===== src/hdl/lod_pkg.sv =====
// shared types, register codes and reset values for the lift-off detector
package lod_pkg;

    localparam int CFG_INDEX_W = 3;
    localparam int CFG_DATA_W  = 17;

    typedef enum logic [CFG_INDEX_W-1:0] {
        REG_LEVEL_ANGLE   = 3'd0,
        REG_STILL_LIMIT   = 3'd1,
        REG_STILL_SAMPLES = 3'd2,
        REG_LIFT_ACCEL    = 3'd3,
        REG_ANGLE_WINDOW  = 3'd4,
        REG_SPIN_LIMIT    = 3'd5,
        REG_LIFT_TIMEOUT  = 3'd6,
        REG_SPIN_TIMEOUT  = 3'd7
    } lod_reg_t;

    typedef enum logic [2:0] {
        STAGE_STILL = 3'b001,
        STAGE_LIFT  = 3'b010,
        STAGE_SPIN  = 3'b100
    } lod_stage_t;

    typedef struct packed {
        logic signed [15:0] level_angle;
        logic [15:0]        still_limit;
        logic [15:0]        still_samples;
        logic signed [15:0] lift_accel;
        logic [14:0]        angle_window;
        logic [16:0]        spin_limit;
        logic [15:0]        lift_timeout;
        logic [15:0]        spin_timeout;
    } lod_cfg_t;

    typedef struct packed {
        lod_stage_t  stage;
        logic [15:0] still_run;
        logic [15:0] lift_timer;
        logic [15:0] spin_timer;
    } lod_state_t;

    localparam logic signed [15:0] RST_LEVEL_ANGLE   = 16'sd0;
    localparam logic [15:0]        RST_STILL_LIMIT   = 16'd50;
    localparam logic [15:0]        RST_STILL_SAMPLES = 16'd10;
    localparam logic signed [15:0] RST_LIFT_ACCEL    = 16'sd26000;
    localparam logic [14:0]        RST_ANGLE_WINDOW  = 15'd2000;
    localparam logic [16:0]        RST_SPIN_LIMIT    = 17'd135;
    localparam logic [15:0]        RST_LIFT_TIMEOUT  = 16'd200;
    localparam logic [15:0]        RST_SPIN_TIMEOUT  = 16'd100;

endpackage


===== src/hdl/lift_off_detector.sv =====
// top level of the lift-off detector: input register, stage update and result register
// Takes one sensor sample per transaction and returns one picked_up result for each,
// in order. A sample sits in the input register while the stage logic evaluates it
// against the detector state and writes the result register, so the block accepts a
// new transaction every cycle while the output side is not stalled; each sample passes
// through the input register and its result through the result register. Configuration
// writes are taken at any time but are meant for idle.
module lift_off_detector
    import lod_pkg::*;
(
    input  logic                   aclk,
    input  logic                   aresetn,
    input  logic                   cfg_wr_en,
    input  logic [CFG_INDEX_W-1:0] cfg_index,
    input  logic [CFG_DATA_W-1:0]  cfg_data,
    input  logic                   s_valid,
    output logic                   s_ready,
    input  logic signed [15:0]     s_accel,
    input  logic signed [15:0]     s_tilt_angle,
    input  logic signed [15:0]     s_enc_left,
    input  logic signed [15:0]     s_enc_right,
    output logic                   m_valid,
    input  logic                   m_ready,
    output logic                   m_picked_up
);

    lod_cfg_t           cfg;
    lod_state_t         state_reg;
    lod_state_t         state_next;
    logic               hit;
    logic               in_valid_reg;
    logic signed [15:0] accel_reg;
    logic signed [15:0] tilt_angle_reg;
    logic signed [15:0] enc_left_reg;
    logic signed [15:0] enc_right_reg;
    logic               out_valid_reg;
    logic               picked_up_reg;
    logic               advance;

    lod_cfg u_cfg (
        .aclk      (aclk),
        .aresetn   (aresetn),
        .cfg_wr_en (cfg_wr_en),
        .cfg_index (cfg_index),
        .cfg_data  (cfg_data),
        .cfg       (cfg)
    );

    lod_eval u_eval (
        .cfg        (cfg),
        .state      (state_reg),
        .accel      (accel_reg),
        .tilt_angle (tilt_angle_reg),
        .enc_left   (enc_left_reg),
        .enc_right  (enc_right_reg),
        .state_next (state_next),
        .hit        (hit)
    );

    assign advance = in_valid_reg && (!out_valid_reg || m_ready);
    assign s_ready = !in_valid_reg || advance;

    // input register
    always_ff @(posedge aclk) begin
        if (!aresetn) begin
            in_valid_reg <= 1'b0;
        end else if (s_ready) begin
            in_valid_reg <= s_valid;
        end
    end

    always_ff @(posedge aclk) begin
        if (s_valid && s_ready) begin
            accel_reg      <= s_accel;
            tilt_angle_reg <= s_tilt_angle;
            enc_left_reg   <= s_enc_left;
            enc_right_reg  <= s_enc_right;
        end
    end

    // detector state
    always_ff @(posedge aclk) begin
        if (!aresetn) begin
            state_reg.stage      <= STAGE_STILL;
            state_reg.still_run  <= 16'd0;
            state_reg.lift_timer <= 16'd0;
            state_reg.spin_timer <= 16'd0;
        end else if (advance) begin
            state_reg <= state_next;
        end
    end

    // result register
    always_ff @(posedge aclk) begin
        if (!aresetn) begin
            out_valid_reg <= 1'b0;
        end else if (advance) begin
            out_valid_reg <= 1'b1;
        end else if (m_ready) begin
            out_valid_reg <= 1'b0;
        end
    end

    always_ff @(posedge aclk) begin
        if (advance) begin
            picked_up_reg <= hit;
        end
    end

    assign m_valid     = out_valid_reg;
    assign m_picked_up = picked_up_reg;

endmodule


===== src/hdl/lod_cfg.sv =====
// configuration register file of the lift-off detector
module lod_cfg
    import lod_pkg::*;
(
    input  logic                   aclk,
    input  logic                   aresetn,
    input  logic                   cfg_wr_en,
    input  logic [CFG_INDEX_W-1:0] cfg_index,
    input  logic [CFG_DATA_W-1:0]  cfg_data,
    output lod_cfg_t               cfg
);

    lod_cfg_t cfg_reg;

    always_ff @(posedge aclk) begin
        if (!aresetn) begin
            cfg_reg.level_angle   <= RST_LEVEL_ANGLE;
            cfg_reg.still_limit   <= RST_STILL_LIMIT;
            cfg_reg.still_samples <= RST_STILL_SAMPLES;
            cfg_reg.lift_accel    <= RST_LIFT_ACCEL;
            cfg_reg.angle_window  <= RST_ANGLE_WINDOW;
            cfg_reg.spin_limit    <= RST_SPIN_LIMIT;
            cfg_reg.lift_timeout  <= RST_LIFT_TIMEOUT;
            cfg_reg.spin_timeout  <= RST_SPIN_TIMEOUT;
        end else if (cfg_wr_en) begin
            case (lod_reg_t'(cfg_index))
                REG_LEVEL_ANGLE:   cfg_reg.level_angle   <= $signed(cfg_data[15:0]);
                REG_STILL_LIMIT:   cfg_reg.still_limit   <= cfg_data[15:0];
                REG_STILL_SAMPLES: cfg_reg.still_samples <= cfg_data[15:0];
                REG_LIFT_ACCEL:    cfg_reg.lift_accel    <= $signed(cfg_data[15:0]);
                REG_ANGLE_WINDOW:  cfg_reg.angle_window  <= cfg_data[14:0];
                REG_SPIN_LIMIT:    cfg_reg.spin_limit    <= cfg_data[16:0];
                REG_LIFT_TIMEOUT:  cfg_reg.lift_timeout  <= cfg_data[15:0];
                REG_SPIN_TIMEOUT:  cfg_reg.spin_timeout  <= cfg_data[15:0];
                default: ;
            endcase
        end
    end

    assign cfg = cfg_reg;

endmodule


===== src/hdl/lod_eval.sv =====
// combinational evaluation of the three detector stages with fall-through
module lod_eval
    import lod_pkg::*;
(
    input  lod_cfg_t           cfg,
    input  lod_state_t         state,
    input  logic signed [15:0] accel,
    input  logic signed [15:0] tilt_angle,
    input  logic signed [15:0] enc_left,
    input  logic signed [15:0] enc_right,
    output lod_state_t         state_next,
    output logic               hit
);

    logic [15:0]        mag_left;
    logic [15:0]        mag_right;
    logic [16:0]        still_sum;
    logic [16:0]        enc_sum;
    logic [16:0]        spin_mag;
    logic signed [17:0] level_x;
    logic signed [17:0] window_x;
    logic signed [17:0] tilt_x;
    logic signed [17:0] win_lo;
    logic signed [17:0] win_hi;
    logic               is_still;
    logic               lift_seen;

    always_comb begin
        mag_left  = enc_left[15] ? (~enc_left + 16'd1) : enc_left;
        mag_right = enc_right[15] ? (~enc_right + 16'd1) : enc_right;
        still_sum = {1'b0, mag_left} + {1'b0, mag_right};
        is_still  = still_sum < {1'b0, cfg.still_limit};

        enc_sum  = {enc_left[15], enc_left} + {enc_right[15], enc_right};
        spin_mag = enc_sum[16] ? (~enc_sum + 17'd1) : enc_sum;

        level_x   = {{2{cfg.level_angle[15]}}, cfg.level_angle};
        window_x  = {3'b000, cfg.angle_window};
        tilt_x    = {{2{tilt_angle[15]}}, tilt_angle};
        win_lo    = level_x - window_x;
        win_hi    = level_x + window_x;
        lift_seen = (accel > cfg.lift_accel) && (tilt_x > win_lo) && (tilt_x < win_hi);
    end

    always_comb begin
        state_next = state;
        hit        = 1'b0;

        // still detection
        if (state_next.stage == STAGE_STILL) begin
            state_next.still_run = is_still ? (state_next.still_run + 16'd1) : 16'd0;
            if (state_next.still_run > cfg.still_samples) begin
                state_next.stage     = STAGE_LIFT;
                state_next.still_run = 16'd0;
            end
        end

        // waiting for the lift
        if (state_next.stage == STAGE_LIFT) begin
            state_next.lift_timer = state_next.lift_timer + 16'd1;
            if (state_next.lift_timer > cfg.lift_timeout) begin
                state_next.lift_timer = 16'd0;
                state_next.stage      = STAGE_STILL;
            end
            if (lift_seen) begin
                state_next.stage = STAGE_SPIN;
            end
        end

        // waiting for free wheel spin
        if (state_next.stage == STAGE_SPIN) begin
            state_next.spin_timer = state_next.spin_timer + 16'd1;
            if (state_next.spin_timer > cfg.spin_timeout) begin
                state_next.spin_timer = 16'd0;
                state_next.stage      = STAGE_STILL;
            end
            if (spin_mag > cfg.spin_limit) begin
                state_next.stage = STAGE_STILL;
                hit              = 1'b1;
            end
        end
    end

endmodule


===== config.mk =====
export PLATFORM = sky130hd
export DESIGN_NAME = lift_off_detector
export DESIGN_NICKNAME = d
export VERILOG_FILES = /design/src/hdl/lod_pkg.sv /design/src/hdl/lift_off_detector.sv /design/src/hdl/lod_cfg.sv /design/src/hdl/lod_eval.sv
export SDC_FILE = /design/constraint.sdc
export NUM_CORES = 1
export LEC_CHECK = 0
export ABC_AREA = 1
export BUFFER_PORTS_ARGS = -buffer_cell sky130_fd_sc_hd__buf_2
export CELL_PAD_IN_SITES_DETAIL_PLACEMENT = 1
export CELL_PAD_IN_SITES_GLOBAL_PLACEMENT = 1
export CORE_ASPECT_RATIO = 0.9
export CORE_MARGIN = 3
export CORE_UTILIZATION = 41
export CTS_CLUSTER_DIAMETER = 150
export DETAILED_ROUTE_END_ITERATION = 6
export PLACE_DENSITY_LB_ADDON = 0.1
export SLEW_MARGIN = 20
export SYNTH_ARGS = -nofsm -noshare
export SYNTH_HDL_FRONTEND = slang
export SYNTH_HIERARCHICAL = 1
export SYNTH_SLANG_ARGS = --single-unit

===== constraint.sdc =====
create_clock -name aclk -period 5.86 [get_ports aclk]
set_input_delay 0.586 -clock aclk [delete_from_list [all_inputs] [get_ports aclk]]
set_output_delay 0.586 -clock aclk [all_outputs]
set_load 0.005 [all_outputs]

# Word level (Yosys, flattened, before mapping)
# Index checks and enable logic that the tools add are counted.
[word_totals]
reg_bits = 246
latchBits = 0
mem_bits_rw = 0
mem_bits_ro = 0
out_inout_bits = 3
memories = 0
[op_classes]
addsub = 10
mul = 0
n_div = 0
magnitude_cmp = 8
n_eq_ne = 10
n_shift = 0
muxes = 17
bitwise = 3
n_reduce_logical = 21
[ops]
columns = ["operator", "n"]
rows = [
  ["16-bit by 1-bit adder with 16-bit output (second input constant)", 5],
  ["16-bit 2-to-1 mux", 5],
  ["16-bit > comparator", 4],
  ["16-bit by 16-bit adder with 17-bit output", 3],
  ["19-bit 2-to-1 mux", 2],
  ["16-bit NOT", 2],
  ["2-bit AND reduction", 11],
  ["3-bit 2-to-1 mux", 6],
  ["17-bit by 1-bit adder with 17-bit output (second input constant)", 1],
  ["16-bit by 17-bit > comparator with 1-bit output", 1],
  ["17-bit > comparator", 1],
  ["16-bit by 17-bit less-than comparator with 1-bit output", 1],
  ["17-bit by 16-bit less-than comparator with 1-bit output", 1],
  ["17-bit 2-to-1 mux", 1],
  ["17-bit NOT", 1],
  ["16-bit by 16-bit subtractor with 17-bit output", 1],
  ["3-bit equality test (second input constant)", 5],
  ["3-bit by 2-bit equality test with 1-bit output (second input constant)", 3],
  ["3-bit by 1-bit equality test with 1-bit output (second input constant)", 2],
  ["1-bit logical AND", 4],
  ["3-bit logical NOT", 1],
  ["1-bit 2-to-1 mux", 3],
  ["1-bit logical NOT", 2],
  ["1-bit logical OR", 2],
  ["2-bit nonzero test", 1],
]

# Longest topological paths before layout
# Gate-level depths: netlist of run 1.
[depth]
depth_word = 15
depth_mapped = 51

# By module
# The synthesis of run 1 kept the hierarchy.
[by_module_without_submodules]
columns = ["module", "n_inst", "cells_each", "area_per_inst_um2", "seq_area_each_um2"]
rows = [
  ["lod_eval", 1, 1566, 9116.2, 0.0],
  ["lod_cfg", 1, 703, 4959.8, 2562.5],
  ["lift_off_detector", 1, 410, 4305.4, 3012.9],
]

# Worst setup path before layout of run 1
# Ideal clock, no wire load.
[synth_timing]
path_type = "flip-flop to flip-flop"
start = "reg enc_left_reg[1]"
end = "reg state_reg[8] in the netlist's numbering"
setup_time_ns = 0.115
arrival_ns = 5.536
required_time_ns = 5.745
path_slack_ns = 0.209
stages_incl_launch_ff = 45
path_cell_list = "edfxtp_1 > inv_1 > ha_1 > inv_1 > nor4_1 > inv_1 > nor2_1 > a21oi_1 > xor2_1 > ha_1 > a21oi_1 > a21boi_0 > o21ai_0 > nand3_1 > nand2_1 > nand2_1 > nand2_1 > nand2_1 > (+9 left out) > nor2_1 > ha_1 > nand2_1 > nor3_1 > nand3_1 > nand2_1 > nand2_2 > nand4_2 > nor2_1 > a21oi_4 > nand3_4 > buf_6 > nand2_1 > nand2_1 > inv_1 > nand3_1 > nand2_1 > nor2_1"
[synth_via]
elab_chain_cells = 14
word_cells_on_any_way = 15
cone_classes = "add/sub (2); order compare (2); eq/ne (2); mux (7); bitwise (1); reduce/logical (1)"
[synth_rtl]
columns = ["element", "line", "rtl"]
rows = [
  ["from (decl)", "lift_off_detector.sv:34", "logic signed [15:0] enc_left_reg;"],
  ["from (signal assigned)", "lift_off_detector.sv:76", "enc_left_reg <= s_enc_left;"],
  ["16-bit NOT", "lod_eval.sv:29", "mag_left = enc_left[15] ? (~enc_left + 16'd1) : enc_left;"],
  ["16-bit by 1-bit adder with 16-bit output", "lod_eval.sv:29", ""],
  ["16-bit 2-to-1 mux (*)", "lod_eval.sv:29", ""],
  ["16-bit by 16-bit adder with 17-bit output (*)", "lod_eval.sv:31", "still_sum = {1'b0, mag_left} + {1'b0, mag_right};"],
  ["17-bit by 16-bit less-than comparator with 1-bit output (*)", "lod_eval.sv:32", "is_still = still_sum < {1'b0, cfg.still_limit};"],
  ["16-bit 2-to-1 mux (*)", "lod_eval.sv:51", "state_next.still_run = is_still ? (state_next.still_run + 16'd1) : 16'd0;"],
  ["16-bit > comparator (*)", "lod_eval.sv:52", "if (state_next.still_run > cfg.still_samples) begin"],
  ["19-bit 2-to-1 mux (*)", "lod_eval.sv:52", ""],
  ["19-bit 2-to-1 mux (*)", "lod_eval.sv:50", "if (state_next.stage == STAGE_STILL) begin"],
  ["3-bit 2-to-1 mux", "lod_eval.sv:61", "if (state_next.lift_timer > cfg.lift_timeout) begin"],
  ["3-bit 2-to-1 mux", "lod_eval.sv:65", "if (lift_seen) begin"],
  ["3-bit 2-to-1 mux (*)", "lod_eval.sv:59", "if (state_next.stage == STAGE_LIFT) begin"],
  ["3-bit equality test (*)", "lod_eval.sv:71", "if (state_next.stage == STAGE_SPIN) begin"],
  ["2-bit AND reduction (no source line) (*)", "--", ""],
  ["to (signal assigned)", "lift_off_detector.sv:89", "state_reg <= state_next;"],
  ["to (decl)", "lift_off_detector.sv:28", "lod_state_t state_reg;"],
]
# Mark *: on every way between the ends. The rest lies on a longest branch, timed or not.
# A chain may end at the register's enable or synchronous reset.

# Final worst setup path of run 1
[layout_timing]
start = "reg enc_left_reg[3]"
end = "reg state_reg[9] in the netlist's numbering"
# Same word-level chain as after synthesis.

==> metrics.yaml, run 1 <==
nets: 3093
hold_class: "primary input to flip-flop"
final_hold_viol_count: 0
slew_headroom_pct: 29.7
clk_transition_reported_paths_ps: 60
post_synth_num_cell_types: 50
post-synth-top-area-fraction_pct: 19.7
post_synth_edffs: 65
antenna_left: 0
timing.fmax_mhz: 165
number_of_antenna_violations_at_the_first_check_in_global_routing: 0
violations: "setup timing"
tightestPinTransition_ps: 1050
worst-setup-path-type: "flip-flop to flip-flop"
fin_worst_hold_slack_ps: 155
groute.usage.overall_pct: 23.5
worst-path-max-fanout: 8
grt-ovfl-total: 0
hpwlAfterDp_um: 41500
yosysSeqAreaShare_pct: 30.3
cp_slowest_cell: "edfxtp_1"
floorplan_row_count: 72
synth.top_cells.by_area: "dfxtp_1, ha_1, nand2_1"
totalNegativeSetupSlack_ps: -3250
drt_pass1_iterations: 7
grt_pass1_wl_um: 92300
finish.instance_area_um2: 21700
fp.dieH_um: 207
status: "complete, but fails checks"
dp_slack_ps: -386
final.setup_skew_ps: 16.3
n_antenna_cell: 0
drc_violation_total_after_the_first_tritonroute_iteration: 783
postPlaceCellArea_um2: 19500
timing.max_cap.violations: 0
place.port_buffers: 91
detail_route.wirelength_um: 57600
timing.final.setup_violations: 23
detail_route.wl_per_cell_um: 16.8
ys_ff_latch: 246
cts_max_path_buffers: 3
critPathMostFrequentCell: "nand2_1"
initial_utilization_pct: 42.2
leakage_nw: 10.3
final_util_pct: 49.7
cp_data_arrival_time_ps: 6610
cp_top_family: "simple AND/OR/NAND/NOR gates"
worstPathRequired_ps: 6390
yosys.cell_count.top_type: "nand2_1"
clock_tree.htree_level_count: 1
via_count_of_the_first_global_routing_pass: 18314
syn-cell-area_um2: 18400
syn_nets: 2968
setup.worst_path.end_class: "flip-flop"
clock_latency_ps: 610
unrepaired_setup_endpoints_after_global_routing: "yes"
multiInputGateArea_um2: 11500
syn-instance-count: 2679
pin_count: 92
reg2reg_slack_ps: -220
crit_buf_inv: 7
clock_tree.root_cell: "clkbuf_16"
ir_worst_vdd_v: 0.000279
synthToLayoutAreaGrowth_pct: 17.9
tritoncts: "built"
timing_max_transition_violations_final: 0
register_area_um2: 5580
remaining_drc_errors: 0
detailroute.via_count: 17746
numCtsBuffers: 31
timing.final.crit_share_pct: 104
synth_top_cell_by_area: "dfxtp_1"
post_drt_via_cell_ratio: 5.19
die-area_um2: 47400
fill_cells: 5688
synthFlopType: "dfxtp_1"
ys.warnings.count: 6
clock_net_sink_count: 246
synth.top_cells.by_count: "nand2_1, nor2_1, inv_1"
die_width_um: 229
gp_congestion: 0.860
timing.critical_path.slowest_cell_delay_ps: 420
synthesis.area_per_instance_um2: 6.86
critical_path.startpoint_type: "flip-flop"
timing.final.crit_period_ps: 6080
async_flop_share_pct: 0
largest_reg_flops: 128
post_route_cells_drive_above_1_share_pct: 14.4
setup_ws_ps: -218
coreArea_um2: 43600
cts-hold-fix-buffers: 0
powerDensity_nw_per_um2: 279
largest_net_degree_at_the_start_of_global_routing: 122
## metal layers
metal  routed length [um]  vias to the layer above  track usage (%)  share of wire (%)
li1                     -                     8854                -                  -
met1                26600                     8569             30.2                 46
met2                27800                      245             42.5                 48
met3                 1920                       78             2.84                3.3
met4                 1240                        0             5.38                2.1
met5                    0                        -                0                  0
## per-stage QoR
step	power, mW	instances
after floorplan	3.11	2679
after global placement	3.55	3317
after detailed placement	3.63	3317
after CTS	5.92	3403
after global routing	6.43	3421
final	6.04	3421
## cell type report
cell class              instances  share of cell area, %
multi-input cells            1951                   53.0
flip-flops and latches        246                   25.7
inverters                     391                   6.81
repair buffers                182                   5.87
clock buffers                  38                   3.89
well taps                     592                   3.42
clock inverters                20                   1.20
repair inverters                1                 0.0346
## final timing paths
path	startpoint	endpoint	cells past startpoint
max	enc_left_reg[3]	state_reg[9]	44
min	s_tilt_angle[2]	tilt_angle_reg[2]	1
max reg2reg	enc_left_reg[3]	state_reg[9]	44
min reg2reg	u_cfg/cfg[5]	u_cfg/cfg[5]	2
## placed cells by master (no fill, tap or decap), types with 43 or more instances in the layout
cell      count
a21oi_1     143
edfxtp_1     65
buf_2        90
nand4_1      43
o21ai_0      45
xor2_1       72
dfxtp_1     180
buf_4        77
ha_1        189
nor2_1      372
nand3_1     236
inv_1       373
nand2_1     566
## logic make-up (layout without fill, tap and decap cells)
kind of cell / after synthesis / count (layout) / synth area share [%]
simple gates: 1358 / 1361 / 31.4
flops: 246 / 246 / 30.3
compound gates: 281 / 281 / 8.59
buf+inv: 485 / 632 / 10.7
xor+xnor: 109 / 109 / 5.19
fa+ha+maj: 200 / 200 / 13.8
## repair_timing
action | in CTS | in global routing
endpoints found under the hold margin | 0 | 0
gates cloned | 3 | 3
pin swaps | 34 | 54
endpoints found under the setup margin | 48 | 52
gates resized for setup | 80 | 83
buffers inserted | 25 | 18
## power by group
| part | switching, mW | total, mW | internal (mW) |
|---|---|---|---|
| Combinational | 1.25 | 2.06 | 0.812 |
| Sequential | 0.0790 | 1.91 | 1.83 |
| Clock | 0.825 | 2.07 | 1.25 |
(Power assumes the default switching activity.)
==> inputs of run 2 (changes only) <==
--- a/config.mk
+++ b/config.mk
@@ -11,7 +11,7 @@
 export CELL_PAD_IN_SITES_GLOBAL_PLACEMENT = 1
 export CORE_ASPECT_RATIO = 0.9
 export CORE_MARGIN = 3
-export CORE_UTILIZATION = 41
+export CORE_UTILIZATION = 45
 export CTS_CLUSTER_DIAMETER = 150
 export DETAILED_ROUTE_END_ITERATION = 6
 export PLACE_DENSITY_LB_ADDON = 0.1
@@ -20,3 +20,4 @@
 export SYNTH_HDL_FRONTEND = slang
 export SYNTH_HIERARCHICAL = 1
 export SYNTH_SLANG_ARGS = --single-unit
+export TNS_END_PERCENT = 50
==> constraint.sdc (replaced) <==
create_clock -name aclk -period 5.9 [get_ports aclk]
set_input_delay 0.59 -clock aclk [delete_from_list [all_inputs] [get_ports aclk]]
set_output_delay 0.59 -clock aclk [all_outputs]
set_load 0.005 [all_outputs]
==> metrics.yaml, run 2 (synthesis gave the netlist of run 1 again) <==
pin_count: 92  # unchanged
antenna_left: 0  # unchanged
hold_depth: 1  # unchanged
number_of_antenna_violations_at_the_first_check_in_global_routing: 0  # unchanged
clk_transition_reported_paths_ps: 70  # about the same
remaining_drc_errors: 0  # unchanged
timing.final.crit_period_ps: 5940  # -134 ps
hold_class: "primary input to flip-flop"
hpwlAfterDp_um: 41100  # -0.94%
nets: 3078  # -0.48%
tritoncts: "built"
timing_max_transition_violations_final: 0  # unchanged
clock_net_sink_count: 246  # unchanged
ir_worst_vdd_v: 0.000359  # +29%
critical_path.startpoint_type: "flip-flop"
p_sw_mw: 2.07  # -3.7%
status: "complete, but fails checks"
final_hold_viol_count: 0  # unchanged
worstRegToRegCells: 39  # -11%
clock_latency_ps: 580  # -30 ps
groute.usage.overall_pct: 25.4  # +1.9 points
setup.worst_path.end_class: "flip-flop"
drt-met1-wl_um: 25800  # -2.9%
totalNegativeSetupSlack_ps: -177  # +3080 ps
violations: "setup timing"
cp_data_arrival_time_ps: 6410  # -200 ps
cp_slowest_cell: "edfxtp_1"
cts_max_path_buffers: 3  # unchanged
internal_power_mw: 3.65  # -6.1%
floorplan_row_count: 69  # -4.2%
post_drt_via_cell_ratio: 5.26  # +1.5%
detailroute.via_count: 17611  # -0.76%
via_count_of_the_first_global_routing_pass: 18289  # -0.14%
seqPwrFrac_pct: 33.1  # +1.5 points
layout.cells.most_common_list: "nand2_1, inv_1, nor2_1"
initial_utilization_pct: 46.1  # +3.9 points
met2_wirelength_um: 27400  # -1.6%
post_route_cells_drive_above_1_share_pct: 11.8  # -2.6 points
fill_cells: 5273  # -7.3%
grt-ovfl-total: 0  # unchanged
powerDensity_nw_per_um2: 272  # -2.3%
detail_route.wl_per_cell_um: 16.9  # +0.35%
clock_tree.root_cell: "clkbuf_16"
fp.dieH_um: 198  # -4.4%
largest_net_degree_at_the_start_of_global_routing: 129  # +5.7%
worstPathRequired_ps: 6370  # -20 ps
unrepaired_setup_endpoints_after_global_routing: "yes"
timing.fmax_mhz: 168  # +2.3%
numCtsBuffers: 30  # -3.2%
dr.max_layer_used: "met4"
comb_power_share_pct: 34.2  # about the same
worst-setup-path-type: "flip-flop to flip-flop"
place.port_buffers: 91  # unchanged
tightestPinTransition_ps: 1030  # -26.4 ps
detail_route.wirelength_um: 56500  # -1.9%
grt_pass1_wl_um: 90600  # -1.9%
postPlaceCellArea_um2: 19400  # -0.54%
most_common_cell_after_layout_fill_and_taps_aside: "nand2_1"
setup_ws_ps: -43.6  # +174 ps
critPathMostFrequentCell: "nand3_1"
gp_congestion: 0.886  # +3.0%
worst-path-max-fanout: 17  # +9
die-area_um2: 43300  # -8.6%
finish.instance_area_um2: 21000  # -3.0%
n_antenna_cell: 0  # unchanged
coreArea_um2: 39900  # -8.5%
clock_network_fraction_of_design_power_pct: 32.6  # -1.7 points
drt_pass1_iterations: 4  # -3
leakage_nw: 10.2  # -1.7%
die_width_um: 219  # -4.4%
largest_reg_flops: 128  # unchanged
drc_violation_total_after_the_first_tritonroute_iteration: 823  # +5.1%
synthToLayoutAreaGrowth_pct: 14.3
timing.max_cap.violations: 0  # unchanged
routed_met3_length_um: 1750  # -8.8%
clock_tree.htree_level_count: 1  # unchanged
final.setup_skew_ps: 18.3  # +2.01 ps
timing.final.setup_violations: 11  # -52%
p_sw_share_pct: 36.2  # +0.60 points
number_of_standard_cells_in_the_final_layout_excluding_fillers: 3345  # -2.2%
slew_headroom_pct: 31.5  # +1.8 points
power_mw: 5.73  # -5.3%
timing.critical_path.slowest_cell_delay_ps: 440  # +20 ps
timing.final.crit_share_pct: 101  # -3.0 points
dp.cells: 3255  # -1.9%
==> run 2: final cells by class <==
type | count | area, um^2 | share of cell area, %
inverter | 391 | 1470 | 6.98
timing repair buffer | 169 | 1150 | 5.48
clock buffer | 38 | 812 | 3.86
multi-input combinational | 1951 | 11200 | 53.2
tap | 532 | 666 | 3.17
clock inverter | 18 | 169 | 0.804
sequential | 246 | 5580 | 26.5
==> run 2: what timing repair did <==
item,in CTS,in global routing
setup buffers,3,26
pin swaps,5,39
cloned,2,3
resized for setup,16,72
endpoints found under the setup margin,51,52
hold buffers,0,0
==> run 2: path summary, 6_finish.rpt <==
path / start / endpoint / slack, ps
worst max register to register: enc_right_reg[1] / state_reg[1] / -40
worst max-delay path: enc_right_reg[1] / state_reg[1] / -40
worst min-delay path: s_enc_left[2] / enc_left_reg[2] / 180
worst min register to register: u_cfg/cfg[78] / u_cfg/cfg[78] / 460
==> run 2: metal layers <==
metal	up-vias	GRT usage, %
met2	227	45.0
met5	-	0
met3	78	3.07
met1	8477	32.9
li1	8829	-
met4	0	6.53
==> run 2: through the flow <==
stage	hold WS, ps	setup slack, ps	util, %
finish	180	-43.6	52.7
floorplan	429	249	-
detailed placement	446	-398	48.7
global route	157	-553	52.7
global placement	443	76.9	48.7
CTS	151	5.06	51.3
==> run 2: worst max-delay path: cells and delay by family, from the launching register on <==
family                     cells  cell delay (ps)
and+or+nand+nor               22             2430
adders and majority gates      4             1140
AOI/OAI and AO/OA              5              720
buffers and inverters          6              680
DFF                            1              440
xor gates and xnor gates       2              390
==> run 2: power groups by stage <==
| stage | sequential (mW) | combinational [mW] | clock (mW) |
|---|---|---|---|
| 2_1_floorplan | 1.91 | 1.18 | 0 |
| 3_3_place_gp | 1.93 | 1.58 | 0 |
| 6_report | 1.90 | 1.96 | 1.87 |
| 3_5_place_dp | 1.93 | 1.66 | 0 |
| 4_1_cts | 1.90 | 1.72 | 1.92 |
| 5_1_grt | 1.91 | 2.20 | 1.99 |
==> inputs of run 3 (changes only) <==
==> constraint.sdc (replaced) <==
create_clock -name aclk -period 5.52 [get_ports aclk]
set_input_delay 0.552 -clock aclk [delete_from_list [all_inputs] [get_ports aclk]]
set_output_delay 0.552 -clock aclk [all_outputs]
set_load 0.005 [all_outputs]
==> metrics.yaml, run 3 (synthesis gave the netlist of run 1 again) <==
hpwlAfterDp_um: 41700  # +1.4%
critical_path.startpoint_type: "flip-flop"
setup.worst_path.end_class: "flip-flop"
die_width_um: 219  # unchanged
unrepaired_setup_endpoints_after_global_routing: "yes"
detail_route.wirelength_um: 59400  # +5.2%
number_of_antenna_violations_at_the_first_check_in_global_routing: 2  # +2
n_antenna_cell: 0  # unchanged
numCtsBuffers: 29  # -3.3%
coreArea_um2: 39900  # unchanged
worst-path-max-fanout: 9  # -8
nets: 3124  # +1.5%
drc_violation_total_after_the_first_tritonroute_iteration: 985  # +20%
hold_class: "primary input to flip-flop"
floorplan_row_count: 69  # unchanged
slew_headroom_pct: 29.0  # -2.5 points
grt-ovfl-total: 0  # unchanged
initial_utilization_pct: 46.1  # unchanged
reg2reg_slack_ps: -650  # -600 ps
synthToLayoutAreaGrowth_pct: 18.9
timing.critical_path.slowest_cell_delay_ps: 430  # about the same
die-area_um2: 43300  # unchanged
clock_net_sink_count: 246  # unchanged
hold_depth: 1  # unchanged
tritoncts: "built"
largest_reg_flops: 128  # unchanged
remaining_drc_errors: 0  # unchanged
timing.final.setup_violations: 52  # +41
timing_max_transition_violations_final: 0  # unchanged
cts_max_path_buffers: 3  # unchanged
critPathMostFrequentCell: "nand2_1"
ir_worst_vdd_v: 0.000232  # -35%
violations: "setup timing"
dp.cells: 3295  # +1.2%
cts-hold-fix-buffers: 0  # unchanged
post_route_cells_drive_above_1_share_pct: 15.3  # +3.5 points
totalNegativeSetupSlack_ps: -25290  # -25110 ps
final_hold_viol_count: 0  # unchanged
detail_route.wl_per_cell_um: 17.5  # +3.9%
clock_tree.root_cell: "clkbuf_16"
clock_tree.htree_level_count: 1  # unchanged
timing.fmax_mhz: 162  # -3.6%
multiInputGateArea_um2: 11600  # +3.8%
cp_data_arrival_time_ps: 6690  # +280 ps
layout.cells.most_common_list: "nand2_1, inv_1, nor2_1"
fill_cells: 5185  # -1.7%
register_area_um2: 5580  # unchanged
clk_transition_reported_paths_ps: 70  # about the same
pin_count: 92  # unchanged
powerDensity_nw_per_um2: 294  # +7.8%
post_drt_via_cell_ratio: 5.33  # +1.1%
clock_latency_ps: 600  # +20 ps
detailroute.via_count: 18042  # +2.4%
largest_net_degree_at_the_start_of_global_routing: 126  # -2.3%
drt_pass1_iterations: 5  # +1
timing.final.crit_share_pct: 112  # +11 points
leakage_nw: 10.5  # +3.1%
final_util_pct: 54.8  # +2.1 points
via_count_of_the_first_global_routing_pass: 18757  # +2.6%
setup_ws_ps: -646  # -602 ps
grt_pass1_wl_um: 92600  # +2.2%
worstPathRequired_ps: 6050  # -320 ps
tightestPinTransition_ps: 1070  # +37.5 ps
status: "complete, but fails checks"
place.port_buffers: 91  # unchanged
timing.max_cap.violations: 0  # unchanged
cp_slowest_cell: "edfxtp_1"
fin_worst_hold_slack_ps: 125  # -55.1 ps
groute.usage.overall_pct: 25.9  # +0.47 points
number_of_standard_cells_in_the_final_layout_excluding_fillers: 3388  # +1.3%
gp_congestion: 0.893  # +0.74%
worstRegToRegCells: 40  # +2.6%
antenna_left: 0  # unchanged
worst-setup-path-type: "flip-flop to flip-flop"
fp.dieH_um: 198  # unchanged
final.setup_skew_ps: 17.6  # -0.738 ps
timing.final.crit_period_ps: 6170  # +222 ps
most_common_cell_after_layout_fill_and_taps_aside: "nand2_1"
run 3: cell types whose count changed in the layout (fill, tap and decap cells not counted), sizes merged:
cell and change:
buf +46, clkinvlp -4, clkinv +2, inv -2, bufinv +1
run 3: worst paths after layout:
| kind | end | start |
|---|---|---|
| worst max-delay path | state_reg[8] | enc_left_reg[1] |
| worst min-delay path | enc_left_reg[5] | s_enc_left[5] |
| worst max register to register | state_reg[8] | enc_left_reg[1] |
| worst min register to register | u_cfg/cfg[74] | u_cfg/cfg[74] |
run 3: metrics by stage:
step	setup slack [ps]	instance area [um^2]	power, mW
after global routing	-945	21900	6.79
after floorplan	4.71	18400	3.31
after global placement	-338	19700	3.83
after CTS	-259	21300	6.23
after detailed placement	-651	19700	3.93
final	-646	21900	6.42
run 3: final cells by class:
cell class / count / share of cell area [%]
clock inverter: 14 / 0.779
inverter: 391 / 6.74
tap: 532 / 3.05
clock buffer: 38 / 3.80
sequential: 246 / 25.5
timing repair buffer: 215 / 7.04
multi-input combinational: 1951 / 53.0
timing repair inverter: 1 / 0.0344
run 3: repair_timing:
action | CTS | global route
endpoints found under the hold margin | 0 | 0
buffers inserted | 19 | 16
pin swaps | 29 | 70
gates resized for setup | 88 | 83
endpoints found under the setup margin | 52 | 52
cloned | 4 | 3
run 3: metal layers:
metal	up-vias	global-route usage [%]	part of all wire (%)
met4	2	8.09	2.9
met3	107	3.48	3.9
met1	8682	32.8	44
met5	-	0	0.022
li1	8917	-	-
met2	334	45.7	49
run 3: power breakdown:
part           leakage, nW  internal [mW]  switching [mW]
logic                 7.86          0.952            1.41
registers             2.11           1.95          0.0826
clock network        0.498           1.20           0.827
run 3: worst max-delay path, delay by kind of cell (launching register included):
kind	cells	cell delay [ps]
compound gates	4	580
xor+xnor	2	220
fa+ha+maj	4	1130
buf+inv	8	870
flops	1	430
simple gates	22	2850
